--- config.mk ---
export PLATFORM = sky130hd
export DESIGN_NAME = sensory_dissonance_evaluator
export DESIGN_NICKNAME = d
export VERILOG_FILES = /design/src/hdl/sde_pkg.sv /design/src/hdl/sensory_dissonance_evaluator.sv
export SDC_FILE = /design/constraint.sdc
export NUM_CORES = 2
export LEC_CHECK = 0
export ABC_CLOCK_PERIOD_IN_PS = 14900
export BUFFER_PORTS_ARGS = -buffer_cell sky130_fd_sc_hd__buf_2
export CORE_MARGIN = 8
export CORE_UTILIZATION = 61
export CTS_BUF_LIST = sky130_fd_sc_hd__clkbuf_8
export CTS_CLUSTER_DIAMETER = 30
export DETAILED_ROUTE_END_ITERATION = 8
export GPL_TIMING_DRIVEN = 1
export PLACE_DENSITY = 0.77
export SKIP_CTS_REPAIR_TIMING = 1
export SYNTH_ARGS = -nofsm -noshare
export SYNTH_HDL_FRONTEND = slang
export SYNTH_SLANG_ARGS = --single-unit
--- constraint.sdc ---
create_clock -name clock -period 14.9 [get_ports clock]
set_clock_uncertainty 0.1 [all_clocks]
set_input_delay 2.98 -clock clock [delete_from_list [all_inputs] [get_ports clock]]
set_output_delay 2.98 -clock clock [all_outputs]
set_load 0.005 [all_outputs]
--- src/hdl/sde_pkg.sv ---
`timescale 1ns / 1ps
package sde_pkg;

   localparam int FREQ_W  = 18;
   localparam int AMP_W   = 16;
   localparam int RATIO_W = 16;
   localparam int DISS_W  = 23;
   localparam int CSR_W   = 4;

   localparam logic OP_LOAD = 1'b0;
   localparam logic OP_EVAL = 1'b1;

   localparam logic [CSR_W-1:0]  PIU_RESET  = 4'd8;
   localparam logic [31:0]       SLOPE_Q20  = 32'd21706;
   localparam logic [36:0]       OFFSET_Q24 = 37'd318096015;
   localparam logic [31:0]       DSTAR_Q20  = 32'd251658;
   localparam logic [31:0]       RATE1_Q16  = 32'd230031;
   localparam logic [31:0]       RATE2_Q16  = 32'd376832;
   localparam logic [30:0]       Q30_ONE    = 31'h4000_0000;
   localparam logic [3:0]        SER_TERMS  = 4'd13;
   localparam logic [DISS_W-1:0] DISS_MAX   = 23'h7F_FFFF;

endpackage

--- src/hdl/sensory_dissonance_evaluator.sv ---
`timescale 1ns / 1ps
// sensory dissonance evaluator
// req channel: operation 0 loads one partial (freq, amp) into table slot
// partial_index; slots at or above MAX_PARTIALS are ignored. operation 1
// evaluates the summed pair dissonance at interval_ratio over the first
// partials_in_use slots and gives one rsp item (dissonance, interval_out).
// a load gives no rsp item; loads can follow back to back.
// an evaluate runs on one shared multiplier and a bit-serial divider for x
// under a sequencer. it first works out e^-1 by the series, then for each
// row loads the row partial and runs that row's pairs (n*n pairs with n
// partials in use), and loads the rsp item in a final state. a pair's
// exponential takes longer as p, the whole part of its argument, grows;
// once p reaches 32 it is zero. n = 0 goes straight to the final state.
// req_stall is high from an evaluate until its result enters the rsp
// register; the next item is taken in the cycle after that, even while the
// result still waits there. rsp_stall holds the rsp register; a finished
// evaluate waits for it. csr write sets partials_in_use (reset 8); write
// only while idle. reset (synchronous) clears the partial table to zero,
// empties the rsp register and returns the sequencer to idle.
module sensory_dissonance_evaluator #(
   parameter int MAX_PARTIALS = 8
) (
   input  logic                          clock,
   input  logic                          reset,
   input  logic                          req_valid,
   output logic                          req_stall,
   input  logic                          req_operation,
   input  logic [2:0]                    req_partial_index,
   input  logic [sde_pkg::FREQ_W-1:0]    req_partial_freq,
   input  logic [sde_pkg::AMP_W-1:0]     req_partial_amp,
   input  logic [sde_pkg::RATIO_W-1:0]   req_interval_ratio,
   output logic                          rsp_valid,
   input  logic                          rsp_stall,
   output logic [sde_pkg::DISS_W-1:0]    rsp_dissonance,
   output logic [sde_pkg::RATIO_W-1:0]   rsp_interval_out,
   input  logic                          csr_write_enable,
   input  logic [sde_pkg::CSR_W-1:0]     csr_write_data
);
   import sde_pkg::*;

   localparam int IDX_W = (MAX_PARTIALS > 1) ? $clog2(MAX_PARTIALS) : 1;
   localparam int CNT_W = $clog2(MAX_PARTIALS + 1);

   localparam logic [4:0] ST_IDLE      = 5'd0;
   localparam logic [4:0] ST_SER_MUL   = 5'd1;
   localparam logic [4:0] ST_SER_RCP   = 5'd2;
   localparam logic [4:0] ST_DIV       = 5'd3;
   localparam logic [4:0] ST_SER_ACC   = 5'd4;
   localparam logic [4:0] ST_SER_END   = 5'd5;
   localparam logic [4:0] ST_POW       = 5'd6;
   localparam logic [4:0] ST_POW_UPD   = 5'd7;
   localparam logic [4:0] ST_EXP_START = 5'd8;
   localparam logic [4:0] ST_EXP_END   = 5'd9;
   localparam logic [4:0] ST_TERM_MUL  = 5'd10;
   localparam logic [4:0] ST_TERM_ADD  = 5'd11;
   localparam logic [4:0] ST_ROW_LD    = 5'd12;
   localparam logic [4:0] ST_COL_LD    = 5'd13;
   localparam logic [4:0] ST_SC_MUL    = 5'd14;
   localparam logic [4:0] ST_PREP      = 5'd15;
   localparam logic [4:0] ST_DEN_MUL   = 5'd16;
   localparam logic [4:0] ST_NUM_MUL   = 5'd17;
   localparam logic [4:0] ST_X_LD      = 5'd18;
   localparam logic [4:0] ST_X_DONE    = 5'd19;
   localparam logic [4:0] ST_A1_MUL    = 5'd20;
   localparam logic [4:0] ST_A2_MUL    = 5'd21;
   localparam logic [4:0] ST_A2_DONE   = 5'd22;
   localparam logic [4:0] ST_FIN       = 5'd23;

   logic [4:0]          state_ff, state_in;
   logic [CSR_W-1:0]    piu_ff, piu_in;
   logic [FREQ_W-1:0]   freq_tbl_ff [MAX_PARTIALS];
   logic [FREQ_W-1:0]   freq_tbl_in [MAX_PARTIALS];
   logic [AMP_W-1:0]    amp_tbl_ff [MAX_PARTIALS];
   logic [AMP_W-1:0]    amp_tbl_in [MAX_PARTIALS];
   logic [RATIO_W-1:0]  ratio_ff, ratio_in;
   logic [CNT_W-1:0]    n_ff, n_in, i_ff, i_in, j_ff, j_in;
   logic [FREQ_W-1:0]   fi_ff, fi_in, fj_ff, fj_in;
   logic [AMP_W-1:0]    ai_ff, ai_in, aj_ff, aj_in, amin_ff, amin_in;
   logic [21:0]         fmin_ff, fmin_in, diff_ff, diff_in;
   logic [36:0]         den_ff, den_in, rem_ff, rem_in;
   logic [55:0]         dvd_ff, dvd_in;
   logic [5:0]          dcnt_ff, dcnt_in;
   logic [27:0]         x_ff, x_in;
   logic [31:0]         a_ff, a_in, a2_ff, a2_in;
   logic                esel_ff, esel_in, e1ph_ff, e1ph_in;
   logic [30:0]         r_ff, r_in, t_ff, t_in;
   logic [3:0]          k_ff, k_in;
   logic signed [32:0]  acc_ff, acc_in;
   logic [30:0]         e1_ff, e1_in, v_ff, v_in, ea_ff, ea_in, d_ff, d_in;
   logic [4:0]          pcnt_ff, pcnt_in;
   logic [DISS_W-1:0]   sum_ff, sum_in;
   logic [63:0]         mul_ff;
   logic                rsp_valid_ff, rsp_valid_in;
   logic [DISS_W-1:0]   dis_out_ff, dis_out_in;
   logic [RATIO_W-1:0]  int_out_ff, int_out_in;

   logic [31:0]         mul_a, mul_b;
   logic [IDX_W-1:0]    rd_idx, wr_idx;
   logic [FREQ_W-1:0]   rd_freq;
   logic [AMP_W-1:0]    rd_amp;
   logic [CNT_W-1:0]    n_sel;
   logic                req_accept;
   logic [37:0]         div_shift;
   logic                div_ge;
   logic [21:0]         scaled;
   logic [47:0]         a_round;
   logic [48:0]         prod5;
   logic [DISS_W:0]     sum_wide;
   logic [30:0]         ser_clamp;
   logic [31:0]         rcp_m;
   logic [5:0]          rcp_sh;
   logic [30:0]         ser_quot;

   assign req_stall  = (state_ff != ST_IDLE);
   assign req_accept = req_valid && !req_stall;
   assign rsp_valid        = rsp_valid_ff;
   assign rsp_dissonance   = dis_out_ff;
   assign rsp_interval_out = int_out_ff;

   assign rd_idx  = (state_ff == ST_ROW_LD) ? i_ff[IDX_W-1:0] : j_ff[IDX_W-1:0];
   assign rd_freq = freq_tbl_ff[rd_idx];
   assign rd_amp  = amp_tbl_ff[rd_idx];
   assign wr_idx  = IDX_W'(req_partial_index);
   assign n_sel   = (32'(piu_ff) > MAX_PARTIALS) ? CNT_W'(MAX_PARTIALS) : CNT_W'(piu_ff);

   assign div_shift = {rem_ff, dvd_ff[55]};
   assign div_ge    = (div_shift >= {1'b0, den_ff});
   assign scaled    = mul_ff[33:12];
   assign a_round   = mul_ff[47:0] + 48'd32768;
   assign prod5     = {2'b00, mul_ff[46:0]} + {mul_ff[46:0], 2'b00};
   assign sum_wide  = {1'b0, sum_ff} + (DISS_W + 1)'(prod5[48:30]);
   assign ser_quot  = 31'(mul_ff >> rcp_sh);

   // series term divide by k: exact floor for dividends below 2^31
   always_comb begin
      unique case (k_ff)
         4'd1:  begin rcp_m = 32'd2147483648; rcp_sh = 6'd31; end
         4'd2:  begin rcp_m = 32'd2147483648; rcp_sh = 6'd32; end
         4'd3:  begin rcp_m = 32'd2863311531; rcp_sh = 6'd33; end
         4'd4:  begin rcp_m = 32'd2147483648; rcp_sh = 6'd33; end
         4'd5:  begin rcp_m = 32'd3435973837; rcp_sh = 6'd34; end
         4'd6:  begin rcp_m = 32'd2863311531; rcp_sh = 6'd34; end
         4'd7:  begin rcp_m = 32'd2454267027; rcp_sh = 6'd34; end
         4'd8:  begin rcp_m = 32'd2147483648; rcp_sh = 6'd34; end
         4'd9:  begin rcp_m = 32'd3817748708; rcp_sh = 6'd35; end
         4'd10: begin rcp_m = 32'd3435973837; rcp_sh = 6'd35; end
         4'd11: begin rcp_m = 32'd3123612579; rcp_sh = 6'd35; end
         4'd12: begin rcp_m = 32'd2863311531; rcp_sh = 6'd35; end
         4'd13: begin rcp_m = 32'd2643056798; rcp_sh = 6'd35; end
         default: begin
            rcp_m  = '0;
            rcp_sh = '0;
         end
      endcase
   end

   always_comb begin
      if (acc_ff < 0) begin
         ser_clamp = '0;
      end else if (acc_ff > $signed({2'b00, Q30_ONE})) begin
         ser_clamp = Q30_ONE;
      end else begin
         ser_clamp = acc_ff[30:0];
      end
   end

   // shared multiplier operand select
   always_comb begin
      unique case (state_ff)
         ST_SC_MUL: begin
            mul_a = 32'(fj_ff);
            mul_b = 32'(ratio_ff);
         end
         ST_DEN_MUL: begin
            mul_a = 32'(fmin_ff);
            mul_b = SLOPE_Q20;
         end
         ST_NUM_MUL: begin
            mul_a = 32'(diff_ff);
            mul_b = DSTAR_Q20;
         end
         ST_A1_MUL: begin
            mul_a = 32'(x_ff);
            mul_b = RATE1_Q16;
         end
         ST_A2_MUL: begin
            mul_a = 32'(x_ff);
            mul_b = RATE2_Q16;
         end
         ST_SER_MUL: begin
            mul_a = 32'(t_ff);
            mul_b = 32'(r_ff);
         end
         ST_SER_RCP: begin
            mul_a = 32'(mul_ff[60:30]);
            mul_b = rcp_m;
         end
         ST_POW: begin
            mul_a = 32'(v_ff);
            mul_b = 32'(e1_ff);
         end
         ST_TERM_MUL: begin
            mul_a = 32'(d_ff);
            mul_b = 32'(amin_ff);
         end
         default: begin
            mul_a = '0;
            mul_b = '0;
         end
      endcase
   end

   always_comb begin
      state_in     = state_ff;
      piu_in       = piu_ff;
      freq_tbl_in  = freq_tbl_ff;
      amp_tbl_in   = amp_tbl_ff;
      ratio_in     = ratio_ff;
      n_in         = n_ff;
      i_in         = i_ff;
      j_in         = j_ff;
      fi_in        = fi_ff;
      fj_in        = fj_ff;
      ai_in        = ai_ff;
      aj_in        = aj_ff;
      amin_in      = amin_ff;
      fmin_in      = fmin_ff;
      diff_in      = diff_ff;
      den_in       = den_ff;
      rem_in       = rem_ff;
      dvd_in       = dvd_ff;
      dcnt_in      = dcnt_ff;
      x_in         = x_ff;
      a_in         = a_ff;
      a2_in        = a2_ff;
      esel_in      = esel_ff;
      e1ph_in      = e1ph_ff;
      r_in         = r_ff;
      t_in         = t_ff;
      k_in         = k_ff;
      acc_in       = acc_ff;
      e1_in        = e1_ff;
      v_in         = v_ff;
      ea_in        = ea_ff;
      d_in         = d_ff;
      pcnt_in      = pcnt_ff;
      sum_in       = sum_ff;
      dis_out_in   = dis_out_ff;
      int_out_in   = int_out_ff;
      rsp_valid_in = rsp_valid_ff && rsp_stall;

      if (csr_write_enable) begin
         piu_in = csr_write_data;
      end

      unique case (state_ff)
         ST_IDLE: begin
            if (req_accept) begin
               if (req_operation == OP_LOAD) begin
                  if (32'(req_partial_index) < MAX_PARTIALS) begin
                     freq_tbl_in[wr_idx] = req_partial_freq;
                     amp_tbl_in[wr_idx]  = req_partial_amp;
                  end
               end else begin
                  ratio_in = req_interval_ratio;
                  n_in     = n_sel;
                  i_in     = '0;
                  j_in     = '0;
                  sum_in   = '0;
                  if (n_sel == '0) begin
                     state_in = ST_FIN;
                  end else begin
                     // e^-1 from the series first
                     r_in     = Q30_ONE;
                     t_in     = Q30_ONE;
                     acc_in   = $signed({2'b00, Q30_ONE});
                     k_in     = 4'd1;
                     e1ph_in  = 1'b1;
                     state_in = ST_SER_MUL;
                  end
               end
            end
         end
         ST_SER_MUL: begin
            state_in = ST_SER_RCP;
         end
         ST_SER_RCP: begin
            state_in = ST_SER_ACC;
         end
         ST_DIV: begin
            rem_in  = div_ge ? 37'(div_shift - {1'b0, den_ff}) : div_shift[36:0];
            dvd_in  = {dvd_ff[54:0], div_ge};
            dcnt_in = dcnt_ff - 6'd1;
            if (dcnt_ff == 6'd1) begin
               state_in = ST_X_DONE;
            end
         end
         ST_SER_ACC: begin
            t_in = ser_quot;
            if (k_ff[0]) begin
               acc_in = acc_ff - $signed({2'b00, ser_quot});
            end else begin
               acc_in = acc_ff + $signed({2'b00, ser_quot});
            end
            k_in     = k_ff + 4'd1;
            state_in = (k_ff == SER_TERMS) ? ST_SER_END : ST_SER_MUL;
         end
         ST_SER_END: begin
            if (e1ph_ff) begin
               e1_in    = ser_clamp;
               e1ph_in  = 1'b0;
               state_in = ST_ROW_LD;
            end else begin
               v_in     = ser_clamp;
               state_in = ST_POW;
            end
         end
         ST_POW: begin
            state_in = (pcnt_ff == '0) ? ST_EXP_END : ST_POW_UPD;
         end
         ST_POW_UPD: begin
            v_in     = mul_ff[60:30];
            pcnt_in  = pcnt_ff - 5'd1;
            state_in = ST_POW;
         end
         ST_EXP_START: begin
            if (a_ff[31:16] >= 16'd32) begin
               v_in     = '0;
               state_in = ST_EXP_END;
            end else begin
               r_in     = {1'b0, a_ff[15:0], 14'd0};
               t_in     = Q30_ONE;
               acc_in   = $signed({2'b00, Q30_ONE});
               k_in     = 4'd1;
               pcnt_in  = a_ff[20:16];
               state_in = ST_SER_MUL;
            end
         end
         ST_EXP_END: begin
            if (!esel_ff) begin
               ea_in    = v_ff;
               esel_in  = 1'b1;
               a_in     = a2_ff;
               state_in = ST_EXP_START;
            end else begin
               d_in     = (ea_ff > v_ff) ? (ea_ff - v_ff) : '0;
               state_in = ST_TERM_MUL;
            end
         end
         ST_TERM_MUL: begin
            state_in = ST_TERM_ADD;
         end
         ST_TERM_ADD: begin
            sum_in = (sum_wide > {1'b0, DISS_MAX}) ? DISS_MAX : sum_wide[DISS_W-1:0];
            if (j_ff + 1'b1 == n_ff) begin
               j_in = '0;
               if (i_ff + 1'b1 == n_ff) begin
                  state_in = ST_FIN;
               end else begin
                  i_in     = i_ff + 1'b1;
                  state_in = ST_ROW_LD;
               end
            end else begin
               j_in     = j_ff + 1'b1;
               state_in = ST_COL_LD;
            end
         end
         ST_ROW_LD: begin
            fi_in    = rd_freq;
            ai_in    = rd_amp;
            state_in = ST_COL_LD;
         end
         ST_COL_LD: begin
            fj_in    = rd_freq;
            aj_in    = rd_amp;
            state_in = ST_SC_MUL;
         end
         ST_SC_MUL: begin
            state_in = ST_PREP;
         end
         ST_PREP: begin
            if (scaled < 22'(fi_ff)) begin
               fmin_in = scaled;
               diff_in = 22'(fi_ff) - scaled;
            end else begin
               fmin_in = 22'(fi_ff);
               diff_in = scaled - 22'(fi_ff);
            end
            amin_in  = (ai_ff < aj_ff) ? ai_ff : aj_ff;
            state_in = ST_DEN_MUL;
         end
         ST_DEN_MUL: begin
            state_in = ST_NUM_MUL;
         end
         ST_NUM_MUL: begin
            den_in   = mul_ff[36:0] + OFFSET_Q24;
            state_in = ST_X_LD;
         end
         ST_X_LD: begin
            dvd_in   = {mul_ff[39:0], 16'd0};
            rem_in   = '0;
            dcnt_in  = 6'd56;
            state_in = ST_DIV;
         end
         ST_X_DONE: begin
            x_in     = dvd_ff[27:0];
            state_in = ST_A1_MUL;
         end
         ST_A1_MUL: begin
            state_in = ST_A2_MUL;
         end
         ST_A2_MUL: begin
            a_in     = a_round[47:16];
            state_in = ST_A2_DONE;
         end
         ST_A2_DONE: begin
            a2_in    = a_round[47:16];
            esel_in  = 1'b0;
            state_in = ST_EXP_START;
         end
         ST_FIN: begin
            if (!rsp_valid_ff || !rsp_stall) begin
               rsp_valid_in = 1'b1;
               dis_out_in   = sum_ff;
               int_out_in   = ratio_ff;
               state_in     = ST_IDLE;
            end
         end
         default: begin
            state_in = ST_IDLE;
         end
      endcase
   end

   always_ff @(posedge clock) begin
      if (reset) begin
         state_ff     <= ST_IDLE;
         piu_ff       <= PIU_RESET;
         rsp_valid_ff <= 1'b0;
         e1ph_ff      <= 1'b0;
         esel_ff      <= 1'b0;
         for (int p = 0; p < MAX_PARTIALS; p++) begin
            freq_tbl_ff[p] <= '0;
            amp_tbl_ff[p]  <= '0;
         end
      end else begin
         state_ff     <= state_in;
         piu_ff       <= piu_in;
         rsp_valid_ff <= rsp_valid_in;
         e1ph_ff      <= e1ph_in;
         esel_ff      <= esel_in;
         freq_tbl_ff  <= freq_tbl_in;
         amp_tbl_ff   <= amp_tbl_in;
      end
   end

   always_ff @(posedge clock) begin
      ratio_ff   <= ratio_in;
      n_ff       <= n_in;
      i_ff       <= i_in;
      j_ff       <= j_in;
      fi_ff      <= fi_in;
      fj_ff      <= fj_in;
      ai_ff      <= ai_in;
      aj_ff      <= aj_in;
      amin_ff    <= amin_in;
      fmin_ff    <= fmin_in;
      diff_ff    <= diff_in;
      den_ff     <= den_in;
      rem_ff     <= rem_in;
      dvd_ff     <= dvd_in;
      dcnt_ff    <= dcnt_in;
      x_ff       <= x_in;
      a_ff       <= a_in;
      a2_ff      <= a2_in;
      r_ff       <= r_in;
      t_ff       <= t_in;
      k_ff       <= k_in;
      acc_ff     <= acc_in;
      e1_ff      <= e1_in;
      v_ff       <= v_in;
      ea_ff      <= ea_in;
      d_ff       <= d_in;
      pcnt_ff    <= pcnt_in;
      sum_ff     <= sum_in;
      dis_out_ff <= dis_out_in;
      int_out_ff <= int_out_in;
      mul_ff     <= 64'(mul_a) * 64'(mul_b);
   end

endmodule

Yosys cells after proc, flatten, opt, wreduce, memory -nomap -nowiden
Memory sizes are Yosys's and may differ from the RTL's. A register that Yosys moved wholly into a read port is not among the register bits.
Cells that the tools add are included.
{"block": "op_classes", "addsub": 15, "mul": 1, "order_cmp": 12, "n_eq_ne": 38, "shift": 1, "n_mux": 82, "n_bitwise": 4, "n_reduce_logical": 36}
{"operator": "32-bit one-hot mux with 9 select lines", "n": 1}
{"operator": "31-bit 2-to-1 mux", "n": 9}
{"operator": "31-bit one-hot mux with 8 select lines", "n": 1}
{"operator": "31-bit one-hot mux with 3 select lines", "n": 2}
{"operator": "33-bit 2-to-1 mux", "n": 5}
{"operator": "144-bit bitwise mux", "n": 1}
{"operator": "128-bit bitwise mux", "n": 1}
{"operator": "5-bit one-hot mux with 24 select lines", "n": 1}
{"operator": "56-bit one-hot mux with 2 select lines", "n": 1}
{"operator": "33-bit one-hot mux with 3 select lines", "n": 1}
{"operator": "37-bit one-hot mux with 2 select lines", "n": 1}
{"operator": "18-bit 2-to-1 mux", "n": 4}
{"operator": "23-bit 2-to-1 mux", "n": 3}
{"operator": "32-bit by 32-bit multiplier with 64-bit output", "n": 1}
{"operator": "16-bit 2-to-1 mux", "n": 4}
{"operator": "32-bit one-hot mux with 2 select lines", "n": 1}
{"operator": "64-bit by 6-bit right shift with 31-bit output", "n": 1}
{"operator": "31-bit one-hot mux with 2 select lines", "n": 1}
{"operator": "4-bit 2-to-1 mux", "n": 14}
{"operator": "18-bit binary-select mux with 3-bit select", "n": 1}
{"operator": "18-bit demux with 3-bit select", "n": 1}
{"operator": "47-bit by 49-bit adder with 49-bit output", "n": 1}
{"operator": "48-bit by 16-bit adder with 48-bit output, second input constant", "n": 1}
{"operator": "16-bit binary-select mux with 3-bit select", "n": 1}
{"operator": "other kinds (60)", "n": 131}
{"block": "word_totals", "regBits": 1022, "rom_bits": 592, "in_bits": 63, "out_inout_bits": 41, "word_cells": 243, "memories": 1}
{"memory": "(name not given)", "words": 16, "word_bits": 37, "rd": 1, "rd_ports_with_merged_regs": 1, "wr": 0, "line": "sensory_dissonance_evaluator.sv:136", "source": "unique case (k_ff)"}

Depth between registers and ports, before layout
{"block": "depth", "ltp_word": 8, "ltp_mapped": 38, "mapped_depth_nobuf": 35}

Worst setup path before layout
Ideal clock, no wire load.
{"block": "synth_timing", "kind": "reg2reg", "start": "register state_ff[4]", "end": "register mul_ff[57]", "t_arrival_ps": 9417, "setup_slack_ps": 5292, "stages_incl_launch_ff": 32, "n_path_buf": 2, "period_less_slack_ps": 9608, "cell_sequence": "dfxtp_1 -> clkbuf_1 -> nand2_1 -> nor2_1 -> nand3b_1 -> inv_1 -> nor2_1 -> nand4_1 -> clkbuf_1 -> nand2_1 -> fa_1 -> inv_1 -> fa_1 -> inv_1 -> fa_1 -> fa_1 -> fa_1 -> inv_1 -> fa_1 -> fa_1 -> fa_1 -> ha_1 -> a21o_1 -> a21oi_1 -> o21a_1 -> o21ai_0 -> a21o_1 -> a221oi_1 -> o21ai_0 -> a221oi_1 -> o21ai_0 -> a311oi_1"}
{"block": "synth_via", "elab_chain_cells": 4, "elab_cells_between_ends": 13, "classes_between": "mul (1); eq/ne (9); mux (2); reduce/logical (1)"}
{"element": "start, declared", "line": "sensory_dissonance_evaluator.sv:69", "source": "logic [4:0] state_ff, state_in;"}
{"element": "start signal, assigned", "line": "sensory_dissonance_evaluator.sv:447", "source": "state_ff <= state_in;"}
{"element": "5-bit equality test", "line": "sensory_dissonance_evaluator.sv:169", "source": "unique case (state_ff)"}
{"element": "2-bit OR reduction (no source line)"}
{"element": "31-bit one-hot mux with 8 select lines", "line": "sensory_dissonance_evaluator.sv:169"}
{"element": "32-bit by 32-bit multiplier with 64-bit output (*)", "line": "sensory_dissonance_evaluator.sv:488", "source": "mul_ff <= 64'(mul_a) * 64'(mul_b);"}
{"element": "end signal, assigned", "line": "sensory_dissonance_evaluator.sv:488"}
{"element": "end, declared", "line": "sensory_dissonance_evaluator.sv:92", "source": "logic [63:0] mul_ff;"}
Every way passes the cells marked *; elsewhere a longest branch is shown, timed or not.
A chain may end at the register's enable or synchronous reset.

Worst setup path in the final report
{"block": "layout_timing", "start": "register state_ff[4]", "end": "register mul_ff[58]"}
The elaborated chain is that of the path after synthesis.

==> run summary <==
CTS max path bufs = 3
Footprint of the multi-input gates = 53700 sq um
Number of CTS-inserted buffers = 230
GPL Wtd Cong = 1.06
Slew Limit Headroom = 0.0147
Syn_area_per_cell = 9.50 sq um
Clk_lat worst skew = 0.99 ns
Antenna violations before repair = 15
Number of port buffers = 103
Int Power = 7.83 mW
Sink Count = 1033
Ys Warns = 0
Area of the core = 141000 sq um
Net Sw Power = 6.48 mW
Sequential fraction of design power = 0.265
DRT iter0 DRCs = 8804
Final Hold Fails = 0
DR DRC count = 0
Setup_tns = 0 ns
Synth area leaders = edfxtp_1, fa_1, dfxtp_1
HPWL Detailed = 219000 microns
Critical path class = reg2reg
Sequential-to-total area share from yosys stat = 0.314
Worst Path Arrival = 12.29 ns
Vias per cell = 6.35
Post-route cell area = 94800 sq um
Number of global-route vias before repair = 72300
# IOs = 104
Fmax = 86.3 MHz
Critical path launch point type = flip-flop
Initial core utilization = 0.614
Synth cell count leaders = nand2_1, inv_1, fa_1, nor2_1, edfxtp_1
CP Data Required Time = 15.60 ns
First-pass iteration count of the detailed router = 9
Clock power share = 0.256
Max Cap Viol = 1
Pwr/cell area = 151 nW/um^2
Layout Area Growth over Synthesis = 9.21%
Period Utilization, post-route = 0.777
Failing checks = max-capacitance violations
RSZ-0062 raised after global routing = no
Crit-path slowest cell = nand3_1
Largest net degree at the start of global routing = 114
CTS tree = built
Routed wire per std cell = 26.5 microns
Comb power frac = 0.478
# rows = 138
CP peak stage delay = 0.85 ns
Top_reg_cell synth = edfxtp_1
Mapped Cells = 9138
GRT Util Overall = 0.375
DIE AREA = 155000 sq um
Post-Route WL = 297000 microns
Max-slew violations = 0
Min cycle time layout = 11.58 ns
Maximum vdd drop = 0.130 mV
Run status = complete, but fails checks
P_leak = 40.6 nW
Crit-path most repeated cell = fa_1
Crit end category = flip-flop
Post-synth cell types = 90
DIE HEIGHT = 393 microns
Critical Path Fanout Max = 48
Final ANT Viol Nets = 0
Flop and latch count out of synthesis = 1033
Htree depth = 4
Sw Ratio = 0.453
Fraction of layout cells with a size suffix above 1 = 0.104
Final nets = 10600
First-pass GRT wire length = 443000 microns
Most frequent cell after synthesis = nand2_1
Fill count = 11000
Area post-placement = 89400 sq um
Clock root cell = clkbuf_8
Gr ovfl total = 0
Synth Cell Area = 86900 sq um
Synth async-reset ratio = 0
Top-area cell type share of the netlist area = 0.228
Register area = 27300 sq um
Vias = 71300
Top Family by Delay on Critical Path = adder cells
Hold crit path type = reg2reg
Final setup vio count = 0
Total power = 14.3 mW
Buffers and inverters on the worst path = 6
Slew @ Worst Pin = 1.47 ns
Die X = 393 microns
Leading area contributor after synthesis = edfxtp_1
Reg clk slew, reported paths = 0.06 ns
EDFF count, synth = 660
## state kept, by name, summed over array words and instances (netlist names), 17 cells and up
signal	count
fmin_ff	22
amp_tbl_ff	128
diff_ff	22
d_ff	31
r_ff	17
den_ff	37
a_ff	32
mul_ff	64
rem_ff	37
sum_ff	23
freq_tbl_ff	144
e1_ff	31
dvd_ff	56
x_ff	28
fj_ff	18
rcp_m	21
a2_ff	32
rsp_dissonance	23
t_ff	31
ea_ff	31
v_ff	31
fi_ff	18
acc_ff	33
## area by class of cell
type | instances | share of cell area
Timing Repair Buffer | 295 | 0.0207
Inverter | 1084 | 0.0429
Clock buffer | 246 | 0.0357
Antenna cell | 20 | 0.000528
Multi-Input combinational cell | 6488 | 0.566
Tap cell | 1890 | 0.0249
Clock inverter | 184 | 0.0214
Sequential cell | 1033 | 0.288
## power groups by stage
stage / clock [mW] / sequential (mW) / combinational (mW)
6_report: 3.67 / 3.79 / 6.85
3_3_place_gp: 0 / 3.81 / 6.47
4_1_cts: 3.70 / 3.75 / 6.61
5_1_grt: 3.83 / 3.79 / 7.24
2_1_floorplan: 0 / 3.60 / 4.39
3_5_place_dp: 0 / 3.81 / 6.57
## metrics by stage
step / hold WS, ns / setup slack (ns) / instances / util
final: 0.345 / 3.32 / 11200 / 0.671
after global routing: 0.349 / 3.03 / 11200 / 0.670
after CTS: 0.330 / 3.74 / 11200 / 0.670
after detailed placement: 0.329 / 3.77 / 10800 / 0.632
after global placement: 0.324 / 3.40 / 10800 / 0.632
after floorplan: 0.317 / 5.29 / 9141 / -
## worst reg2reg max path, delay by kind of cell, from the launching register on
kind,cells,cell delay (ns)
compound gates,10,2.61
simple gates,5,2.30
buf+inv,6,1.00
flops,1,0.56
fa+ha+maj,9,4.71
xor+xnor,1,0.16
## path summary, 6_finish.rpt
path | from | end | slack [ns] | depth (start not counted)
worst max-delay path | state_ff[4] | mul_ff[58] | 3.32 | 31
worst min-delay path | dvd_ff[1] | x_ff[1] | 0.34 | 0
worst max register to register | state_ff[4] | mul_ff[58] | 3.32 | 31
worst min register to register | dvd_ff[1] | x_ff[1] | 0.34 | 0
## layout by cell type, fill, tap and decap left out, drive strengths merged, types with 76 or more instances in the layout
cell	instances
o21ai	258
xnor2	187
buf	294
mux2	93
a31oi	86
xor2	98
clkbuf	247
mux2i	100
and2	126
nor2	795
mux4	107
inv	1128
ha	496
nand3	125
a21oi	639
edfxtp	660
clkinv	76
fa	873
dfxtp	373
nand2	1464
a21o	142
## logic make-up after synthesis
logic type                 count (synthesis)  share of synthesized area
muxes                                    300                     0.0517
other                                      1                  0.0000432
AOI/OAI and AO/OA                       1593                      0.114
adders and majority gates               1369                      0.273
xor gates and xnor gates                 285                     0.0287
and+or+nand+nor                         2937                      0.146
buffers and inverters                   1620                     0.0726
DFF                                     1033                      0.314
## metal layers
layer,wire [microns],track usage,vias up,share of wire
met4,23100,0.243,10,0.078
met5,67,0,-,0.00023
li1,-,-,30600,-
met2,126000,0.551,4975,0.42
met1,106000,0.470,34600,0.36
met3,42000,0.133,1165,0.14
No activity file was read; power rests on OpenSTA's default activity.
